[src/sv/rmst_pkg.sv]
// ----------------------------------------------------------------------------
// rmst_pkg: shared types and constants of the range minimum segment tree
// Holds the controller states, the command and status bundles passed
// between controller and datapath, and the fixed field widths.
// ----------------------------------------------------------------------------
package rmst_pkg;

   localparam int INDEX_WIDTH = 10;
   localparam int DATA_WIDTH  = 32;

   localparam logic OP_UPDATE = 1'b0;
   localparam logic OP_QUERY  = 1'b1;

   typedef enum logic [2:0] {
      ST_CLEAR,
      ST_IDLE,
      ST_START,
      ST_UPD_WALK,
      ST_QRY_WALK
   } rmst_state_type;

   typedef struct packed {
      logic capture;
      logic clear_step;
      logic start;
      logic upd_step;
      logic qry_step;
      logic load_rsp;
   } rmst_cmd_type;

   typedef struct packed {
      logic clr_last;
      logic is_query;
      logic upd_skip;
      logic upd_last;
      logic qry_done;
      logic rsp_free;
   } rmst_status_type;

endpackage

[src/sv/rmst_ctrl.sv]
// ----------------------------------------------------------------------------
// rmst_ctrl: sequencer of the range minimum segment tree
// Steps through the clearing pass, then takes one transaction at a time and
// drives the datapath through an update walk or a query walk.
// ----------------------------------------------------------------------------
module rmst_ctrl (
   input  logic                     clock,
   input  logic                     reset,
   input  logic                     req_valid,
   output logic                     req_ready,
   input  rmst_pkg::rmst_status_type st,
   output rmst_pkg::rmst_cmd_type    cmd
);
   import rmst_pkg::*;

   rmst_state_type state_ff;
   rmst_state_type state_in;

   always_ff @(posedge clock) begin
      if (reset) begin
         state_ff <= ST_CLEAR;
      end else begin
         state_ff <= state_in;
      end
   end

   always_comb begin
      state_in  = state_ff;
      cmd       = '0;
      req_ready = 1'b0;
      unique case (state_ff)
         ST_CLEAR: begin
            cmd.clear_step = 1'b1;
            if (st.clr_last) begin
               state_in = ST_IDLE;
            end
         end
         ST_IDLE: begin
            req_ready = 1'b1;
            if (req_valid) begin
               cmd.capture = 1'b1;
               state_in    = ST_START;
            end
         end
         ST_START: begin
            cmd.start = 1'b1;
            if (st.is_query) begin
               state_in = ST_QRY_WALK;
            end else if (st.upd_skip) begin
               state_in = ST_IDLE;
            end else begin
               state_in = ST_UPD_WALK;
            end
         end
         ST_UPD_WALK: begin
            cmd.upd_step = 1'b1;
            if (st.upd_last) begin
               state_in = ST_IDLE;
            end
         end
         ST_QRY_WALK: begin
            if (!st.qry_done) begin
               cmd.qry_step = 1'b1;
            end else if (st.rsp_free) begin
               cmd.load_rsp = 1'b1;
               state_in     = ST_IDLE;
            end
         end
         default: begin
            state_in = ST_IDLE;
         end
      endcase
   end

endmodule

[config.mk]
export PLATFORM = sky130hd
export DESIGN_NAME = rmst_ctrl
export DESIGN_NICKNAME = d
export VERILOG_FILES = /design/src/sv/rmst_pkg.sv /design/src/sv/rmst_ctrl.sv
export SDC_FILE = /design/constraint.sdc
export NUM_CORES = 1
export LEC_CHECK = 0
export ABC_CLOCK_PERIOD_IN_PS = 1500
export BUFFER_PORTS_ARGS = -buffer_cell sky130_fd_sc_hd__buf_4
export CAP_MARGIN = 15
export CORE_AREA = 2 2 39 41
export CTS_BUF_LIST = sky130_fd_sc_hd__clkbuf_16
export DETAILED_ROUTE_END_ITERATION = 8
export DIE_AREA = 0 0 41 43
export SLEW_MARGIN = 20
export SYNTH_ARGS = -nofsm -noshare
export SYNTH_HDL_FRONTEND = slang
export SYNTH_SLANG_ARGS = --single-unit
[constraint.sdc]
create_clock -name clock -period 1.5 [get_ports clock]
set_input_delay 0.075 -clock clock [delete_from_list [all_inputs] [get_ports clock]]
set_output_delay 0.075 -clock clock [all_outputs]
set_load 0.01 [all_outputs]
==> results of run 1 <==
==> worst max-delay path: stages (launching register included) <==
cell and delay (ps):
dfxtp_1 430, nor3b_1 280, and2_1 220, buf_4 140
==> through the flow <==
stage	worst slack [ps]	util, %	cell area (µm²)
finish	130.1	30.65	424.2
global route	36.86	30.65	424.2
CTS	89.84	30.56	422.9
detailed placement	248.2	24.86	344.1
global placement	267.2	24.86	344.1
floorplan	285.6	-	222.7
==> worst paths after layout <==
| path | from | cells after the start | to | slack [ps] |
|---|---|---|---|---|
| max | state_ff[0]$_SDFFE_PP0P_ | 3 | cmd[5] | 130 |
| min | reset | 2 | state_ff[1]$_SDFFE_PP0P_ | 30 |
| max reg2reg | state_ff[1]$_SDFFE_PP0P_ | 2 | state_ff[1]$_SDFFE_PP0P_ | 270 |
| min reg2reg | state_ff[2]$_SDFFE_PP0P_ | 1 | state_ff[1]$_SDFFE_PP0P_ | 500 |
==> final cells by class <==
class                      instances  area (µm²)  share of cell area, %
multi-input combinational         22       151.4                  35.69
timing repair buffer              15       112.6                  26.55
clock buffer                       3       75.07                  17.70
sequential                         3       61.31                  14.45
tap                               16       20.02                  4.720
clock inverter                     1       3.754                 0.8850
==> routing by layer <==
metal,share of wire [%],vias up
met5,0,-
met4,2.4,0
met3,11,2
met2,40,12
met1,47,100
li1,-,133
==> where the power goes <==
| part | internal, mW | switching, mW |
|---|---|---|
| clock network | 0.344 | 0.0742 |
| logic | 0.0412 | 0.0269 |
| registers | 0.0856 | 0.00982 |
| total | 0.471 | 0.111 |
==> kinds of logic (layout without fill, tap and decap cells) <==
kind of cell    Yosys count  count (layout)  synth area share [%]
flops                     3               3                 26.97
buf+inv                   1              19                 5.056
simple gates             16              16                 45.51
compound gates            6               6                 22.46
==> layout by cell type, fill, tap and decap left out, drive strengths merged, types with 2 or more instances in the layout <==
cell / n
buf: 15
nor2: 3
clkbuf: 3
dfxtp: 3
nand2: 2
nand3b: 2
nor2b: 2
and2: 2
a211oi: 2
o21ai: 2
==> what timing repair did <==
item | 4_1_cts | 5_1_grt
hold buffers | 0 | 0
resized for setup | 0 | 1
endpoints found under the setup margin | 0 | 2
==> run summary, run 1 <==
total track usage: 7.916%
status: complete, no violations
Hold Path Class: in -> reg
syn avg cell area: 8.566 µm²
fin nets: 54
Startpoint Class: flip-flop
crit-path max FO: 8
initial antenna violation count: 0
Root Buffer: clkbuf_16
starting density of the core: 16.09%
syn nets: 35
most frequent cells after synthesis: 3 x dfxtp_1, 3 x nor2_1, 2 x nand2_1, 2 x nand3b_1, 2 x nor2b_1
Yosys reg bits: 3
Worst slew margin: 80.53%
Total Power: 581.5 µW
CTS tree: yes
DR iter-0 viols: 6
number of global-route vias before repair: 221
RSZ-0062 raised after global routing: false
share of cells above drive strength 1: 52.27%
IO Port Bufs: 15
TritonRoute pass-1 iters: 2
top cells by area, synth: dfxtp_1 27%, a2111oi_2 6.7%, nand3b_1 6.7%, a211oi_2 5.6%, nor2b_1 5.6%
placed insts: 56
Mapped Cells: 26
post-DR vias/cell: 4.117
fmax: 730.0 MHz
Data arrival, critical path: 1290 ps
max-cap violation count: 0
die height: 43 µm
Synth top area share: 26.97%
Synth area leader: dfxtp_1
Sink Count: 3
worst slew pin tran: 291.7 ps
Fillers: 148
max reg flops: 3
minimum clock period after layout: 1370 ps
Clk Latency, worst-skew pair: 220 ps
busiest layer in global routing: met1
die area: 1763 µm²
WL per Instance: 9.717 µm
routing usage on met3: 1.571%
pwr dens: 1371 nW/µm²
Antenna Cells: 0
number of setup buffers added after CTS: 0
Seq/Total Area, Yosys: 26.97%
Top Ports: 16
max-slew violations: 0
synthesis-to-finish area growth: 90.45%
GR Layer Usage met2: 9.063%
Worst Clk Skew: 0.1746 ps
VDD IR max: 0.3507 mV
die width: 41 µm
Regs by FF count: state_ff: 3 flops
Setup CP Type: reg -> out
main flop type after synthesis: dfxtp_1
TNS Setup: 0 ps
Final Hold Viols: 0
DRT antenna net count: 0
EDFF count, synth: 0
ys async rst share: 0%
global-route wire length before repair: 903 µm
LEAKAGE: 0.1842 nW
GPL Wtd Cong: 0.7338
DRC Markers: 0
Mapped Area: 222.7 µm²
Required @ worst endpoint: 1420 ps
CTS Buffer Depth: 2
M1 GR Usage: 11.18%
Via Count: 247
Clock transition at path regs: 30 ps
count of final setup violators: 0
row cnt: 14
Tcrit/Tclk final: 91.33%
worst hold slack: 31.63 ps
pin count of the biggest net entering global routing: 13
CTS H-Tree Depth: 1
Setup crit end kind: primary output
CORE AREA: 1384 µm²
Most flops, register: state_ff
post-route insts no fill: 60
number of distinct library cells after synthesis: 19
drt total wl: 583 µm
synth warn: 0
gr ovfl total: 0
Num CTS Buffers: 3
Note: power is estimated with default switching activity, not from simulation.
==> run 2, diff against run 1 <==
- PLACE_DENSITY_LB_ADDON: unset -> 0.15
==> run 2 against run 1 <==
Against the previous run:
- wire length rose by 6.2%
- core utilization is 0.090 points lower
- clock power barely moved
- combinational power up 0.6%
- count of clock-buffer cells in the layout stayed put
- largest power group unchanged
==> run summary, run 2 (same netlist as run 1, synthesis figures left out) <==
HP Start: reset
Hold Path Class: in -> reg
critical path cell sequence: or3b_1 -> nor2_1 -> buf_4
max reg flops: 3 (unchanged)
Most flops, register: state_ff
Data arrival, critical path: 1310 ps (+20 ps)
Top Ports: 16 (unchanged)
Antenna Cells: 0 (unchanged)
Post-CTS Hold Buffers: 0 (unchanged)
max-cap violation count: 0 (unchanged)
CTS tree: yes
Setup crit end kind: primary output
max-slew violations: 0 (unchanged)
post-DR vias/cell: 4.233 (+2.8%)
status: complete, no violations
crit-path max FO: 8 (unchanged)
Critical R2R Launch: state_ff[2]$_SDFFE_PP0P_
Clock transition at path regs: 30 ps (about the same)
GPL Wtd Cong: 0.6410 (-13%)
IO Port Bufs: 15 (unchanged)
TNS Setup: 0 ps (unchanged)
Clk Latency, worst-skew pair: 220 ps (about the same)
share of cells above drive strength 1: 50.00% (-2.3 points)
Required @ worst endpoint: 1420 ps (about the same)
hold path depth: 2 (unchanged)
most frequent cells in the layout: 15 x buf_4, 3 x nor2_1, 3 x clkbuf_16, 3 x dfxtp_1
fmax: 721.7 MHz (-1.1%)
global-route wire length before repair: 1083 µm (+20%)
fin nets: 54 (unchanged)
count of final setup violators: 0 (unchanged)
CTS H-Tree Depth: 1 (unchanged)
Endpoint, Worst Hold: state_ff[1]$_SDFFE_PP0P_
Worst slew margin: 79.93% (-0.59 points)
Place WS: 259.1 ps (+10.87 ps)
CP max stage cell: dfxtp_1
number of setup buffers added after CTS: 0 (unchanged)
Via Count: 254 (+2.8%)
setup slack after layout: 114.3 ps (-15.75 ps)
Num CTS Buffers: 3 (unchanged)
final core occ: 30.56% (-0.090 points)
starting density of the core: 16.09% (unchanged)
Crit path largest cell delay: 440 ps (about the same)
pwr dens: 1382 nW/µm² (+0.78%)
DRT antenna net count: 0 (unchanged)
number of global-route vias before repair: 248 (+12%)
drt total wl: 619 µm (+6.2%)
Startpoint Class: flip-flop
Tcrit/Tclk final: 92.38% (+1.1 points)
Final Hold Viols: 0 (unchanged)
Setup CP Type: reg -> out
die area: 1763 µm² (unchanged)
WL per Instance: 10.32 µm (+6.2%)
LEAKAGE: 0.1837 nW (-0.27%)
row cnt: 14 (unchanged)
Sink Count: 3 (unchanged)
minimum clock period after layout: 1386 ps (+15.75 ps)
Regs by FF count: state_ff: 3 flops
die width: 41 µm (unchanged)
commonest non-fill, non-tap cell in the layout: buf_4
synthesis-to-finish area growth: 89.89%
Total Power: 584.4 µW (+0.49%)
worst-case reg-to-reg path depth: 3 (+1)
DR iter-0 viols: 2 (-4)
TritonRoute pass-1 iters: 3 (+1)
CTS Buffer Depth: 2 (unchanged)
worst reg2reg path endpoint: state_ff[0]$_SDFFE_PP0P_
worst slew pin tran: 300.6 ps (+8.899 ps)
DRC Markers: 0 (unchanged)
gr ovfl total: 0 (unchanged)
initial antenna violation count: 0 (unchanged)
pin count of the biggest net entering global routing: 13 (unchanged)
CTS-repair resized insts: 0 (unchanged)
total track usage: 10.04% (+2.1 points)
Worst Clk Skew: 0.6124 ps (+0.4378 ps)
Root Buffer: clkbuf_16
RSZ-0062 raised after global routing: false
worst reg2reg setup slack: 270 ps (about the same)
die height: 43 µm (unchanged)
CORE AREA: 1384 µm² (unchanged)
VDD IR max: 0.3565 mV (+1.7%)
[run 2: cell types whose count changed in the layout (fill, tap and decap cells not counted)]
cell	previous run	this run
dfxtp_1	2	3
dfxtp_2	1	0
[run 2: area by class of cell]
| class | instances | area [µm²] |
|---|---|---|
| multi-input combinational | 22 | 151.4 |
| clock buffer | 3 | 75.07 |
| clock inverter | 1 | 3.754 |
| timing repair buffer | 15 | 112.6 |
| fill | 153 | 960.9 |
| tap | 16 | 20.02 |
| sequential | 3 | 60.06 |
[run 2: per-stage QoR]
stage / instances / hold WS [ps] / cell area [µm²]
2_1_floorplan: 26 / 139.6 / 222.7
3_3_place_gp: 56 / 270.7 / 344.1
3_5_place_dp: 56 / 270.4 / 344.1
4_1_cts: 60 / 36.62 / 422.9
5_1_grt: 60 / 48.64 / 422.9
6_report: 60 / 36.20 / 422.9
[run 2: where the power goes]
part | switching (mW) | internal (mW) | leakage (nW) | total (mW)
clock network | 0.0765 | 0.344 | 0.0423 | 0.421
logic | 0.0273 | 0.0413 | 0.117 | 0.0685
registers | 0.00986 | 0.0854 | 0.0246 | 0.0953
total | 0.114 | 0.471 | 0.184 | 0.584
[run 2: per-layer routing]
layer	vias up	wire length, µm	track usage (%)
met2	9	298	12.50
met4	0	34	12.00
met3	4	53	4.712
li1	132	-	-
met1	109	232	10.61
met5	-	0	0
[run 2: worst max-delay path, delay by kind of cell (launching register included)]
kind | cells | cell delay [ps]
simple gates | 2 | 530
buf+inv | 1 | 120
flops | 1 | 440
[run 2: how the worst max path moves through the flow]
stage | from | endpoint | cells past startpoint
floorplan | state_ff[0]$_SDFFE_PP0P_ | state_ff[0]$_SDFFE_PP0P_ | 3
global placement | state_ff[2]$_SDFFE_PP0P_ | state_ff[0]$_SDFFE_PP0P_ | 3
detailed placement | state_ff[2]$_SDFFE_PP0P_ | state_ff[0]$_SDFFE_PP0P_ | 3
CTS | state_ff[2]$_SDFFE_PP0P_ | cmd[1] | 3
global route | state_ff[2]$_SDFFE_PP0P_ | cmd[0] | 3
finish | state_ff[2]$_SDFFE_PP0P_ | cmd[1] | 3
==> run 3, diff against run 2 <==
- CORE_AREA: 2 2 39 41 -> 3 3 40 42
- DIE_AREA: 0 0 41 43 -> 0 0 43 45
- GPL_ROUTABILITY_DRIVEN: unset -> 0
==> run 3 against run 2 <==
Against the previous run:
- final cell count shrank 1.7%
- design area shrank 0.30%
- sequential cell count unchanged
- worst setup slack worse by 24 ps
- hold slack improved by 3.3 ps
- first-iteration DRC count is 50% lower
- sequential share of layout area barely moved
- clock power fell by 2%
- count of clock-buffer cells in the layout unchanged
- register-to-register slack lost 30 ps
- critical path depth stayed put
- critical path type unchanged
- critical endpoint is now cmd[0]
- highest routed layer unchanged
==> run summary, run 3 (same netlist as run 1, synthesis figures left out) <==
critical path cell sequence: or3b_1 -> nor2_1 -> buf_4
die height: 45 µm (+4.7%)
TritonRoute pass-1 iters: 2 (-1)
WL per Instance: 11.20 µm (+8.6%)
TNS Setup: 0 ps (unchanged)
starting density of the core: 17.33% (+1.2 points)
number of global-route vias before repair: 263 (+6.0%)
number of setup buffers added after CTS: 0 (unchanged)
CTS tree: yes
Setup crit end kind: primary output
DRC Markers: 0 (unchanged)
synthesis-to-finish area growth: 89.33%
Num CTS Buffers: 3 (unchanged)
worst slew pin tran: 309.2 ps (+8.618 ps)
Total Power: 577.2 µW (-1.2%)
Pint: 470.2 µW (-0.12%)
drt total wl: 661 µm (+6.8%)
VDD IR max: 0.6961 mV (+95%)
Via Count: 255 (+0.39%)
fin nets: 54 (unchanged)
most frequent cells in the layout: 15 x buf_4, 3 x nor2_1, 3 x clkbuf_16, 3 x dfxtp_1
DR iter-0 viols: 1 (-1)
Worst Clk Skew: 0.6904 ps (+0.07796 ps)
CTS-repair resized insts: 0 (unchanged)
worst hold slack: 39.50 ps (+3.304 ps)
Post-CTS Hold Buffers: 0 (unchanged)
placed insts: 55 (-1.8%)
IO Port Bufs: 15 (unchanged)
die area: 1935 µm² (+9.8%)
post-DR vias/cell: 4.322 (+2.1%)
Crit path largest cell delay: 450 ps (about the same)
CTS H-Tree Depth: 1 (unchanged)
Regs by FF count: state_ff: 3 flops
Sink Count: 3 (unchanged)
share of cells above drive strength 1: 50.00% (unchanged)
initial antenna violation count: 0 (unchanged)
Top Ports: 16 (unchanged)
Final Hold Viols: 0 (unchanged)
RSZ-0062 raised after global routing: false
LEAKAGE: 0.1837 nW (unchanged)
Sw Ratio: 18.55% (-0.89 points)
CTS Buffer Depth: 2 (unchanged)
gr ovfl total: 0 (unchanged)
Setup CP Type: reg -> out
Seq. cell area: 60.06 µm² (unchanged)
Final HPWL DP: 500.8 µm
max-slew violations: 0 (unchanged)
max-cap violation count: 0 (unchanged)
Place WS: 240.0 ps (-19.09 ps)
Clock transition at path regs: 30 ps (about the same)
Psw: 107.1 µW (-5.8%)
global-route wire length before repair: 1131 µm (+4.4%)
row cnt: 13 (-1)
pwr dens: 1369 nW/µm² (-0.93%)
DRT antenna net count: 0 (unchanged)
CORE AREA: 1285 µm² (-7.1%)
fmax: 709.2 MHz (-1.7%)
Data arrival, critical path: 1340 ps (+30 ps)
Worst slew margin: 79.36% (-0.58 points)
Antenna Cells: 0 (unchanged)
Fillers: 154 (+0.65%)
CP max stage cell: dfxtp_1
pin count of the biggest net entering global routing: 13 (unchanged)
count of final setup violators: 0 (unchanged)
post-route insts no fill: 59 (-1.7%)
Flop pwr share: 16.5% (+0.2 points)
Startpoint Class: flip-flop
Clk Latency, worst-skew pair: 220 ps (about the same)
Most flops, register: state_ff
total track usage: 8.319% (-1.7 points)
status: complete, no violations
die width: 43 µm (+4.9%)
area of the multi-input gates: 151.4 µm² (unchanged)
commonest non-fill, non-tap cell in the layout: buf_4
worst reg2reg setup slack: 240 ps (-30 ps)
setup slack after layout: 89.96 ps (-24.37 ps)
Tcrit/Tclk final: 94.00% (+1.6 points)
crit-path max FO: 8 (unchanged)
Root Buffer: clkbuf_16
Hold Path Class: in -> reg
Combinational Power Share: 11.8% (about the same)
Required @ worst endpoint: 1420 ps (about the same)
minimum clock period after layout: 1410 ps (+24.37 ps)
max reg flops: 3 (unchanged)
clock share of power: 71.7% (-0.3 points)
[run 3: layout make-up]
cell class                      count  area share, %
Multi-Input combinational cell     22          35.91
Timing Repair Buffer               15          26.71
Clock buffer                        3          17.80
Sequential cell                     3          14.24
Tap cell                           15          4.451
Clock inverter                      1         0.8902
[run 3: routing by layer]
layer  up-vias  share of wire (%)  GRT usage (%)
met5         -                  0              0
met4         0                1.5          7.229
met3         2                8.8          3.984
met2         9                 51          12.28
met1       111                 38          8.894
li1        133                  -              -
[run 3: per-stage QoR]
| stage | area, µm² | util, % |
|---|---|---|
| after floorplan | 222.7 | - |
| after detailed placement | 342.8 | 26.68 |
| after global routing | 421.7 | 32.81 |
| after CTS | 421.7 | 32.81 |
| after global placement | 342.8 | 26.68 |
| final | 421.7 | 32.81 |
[run 3: power by group through the flow]
| stage | sequential, mW | clock, mW | combinational, mW |
|---|---|---|---|
| 6_report | 0.0955 | 0.414 | 0.0681 |
| 3_5_place_dp | 0.0966 | 0 | 0.0692 |
| 5_1_grt | 0.0973 | 0.432 | 0.0755 |
| 4_1_cts | 0.0956 | 0.421 | 0.0694 |
| 2_1_floorplan | 0.0919 | 0 | 0.0355 |
| 3_3_place_gp | 0.0962 | 0 | 0.0693 |
[run 3: final timing paths]
check | depth (start not counted) | start | to
worst max register to register | 2 | state_ff[1]$_SDFFE_PP0P_ | state_ff[1]$_SDFFE_PP0P_
worst max-delay path | 3 | state_ff[2]$_SDFFE_PP0P_ | cmd[0]
worst min-delay path | 2 | reset | state_ff[1]$_SDFFE_PP0P_
worst min register to register | 1 | state_ff[0]$_SDFFE_PP0P_ | state_ff[2]$_SDFFE_PP0P_
[run 3: critical path, delay by kind of cell (launching register included)]
family        cells  cell delay (ps)
buf+inv           1              130
simple gates      2              540
flops             1              450
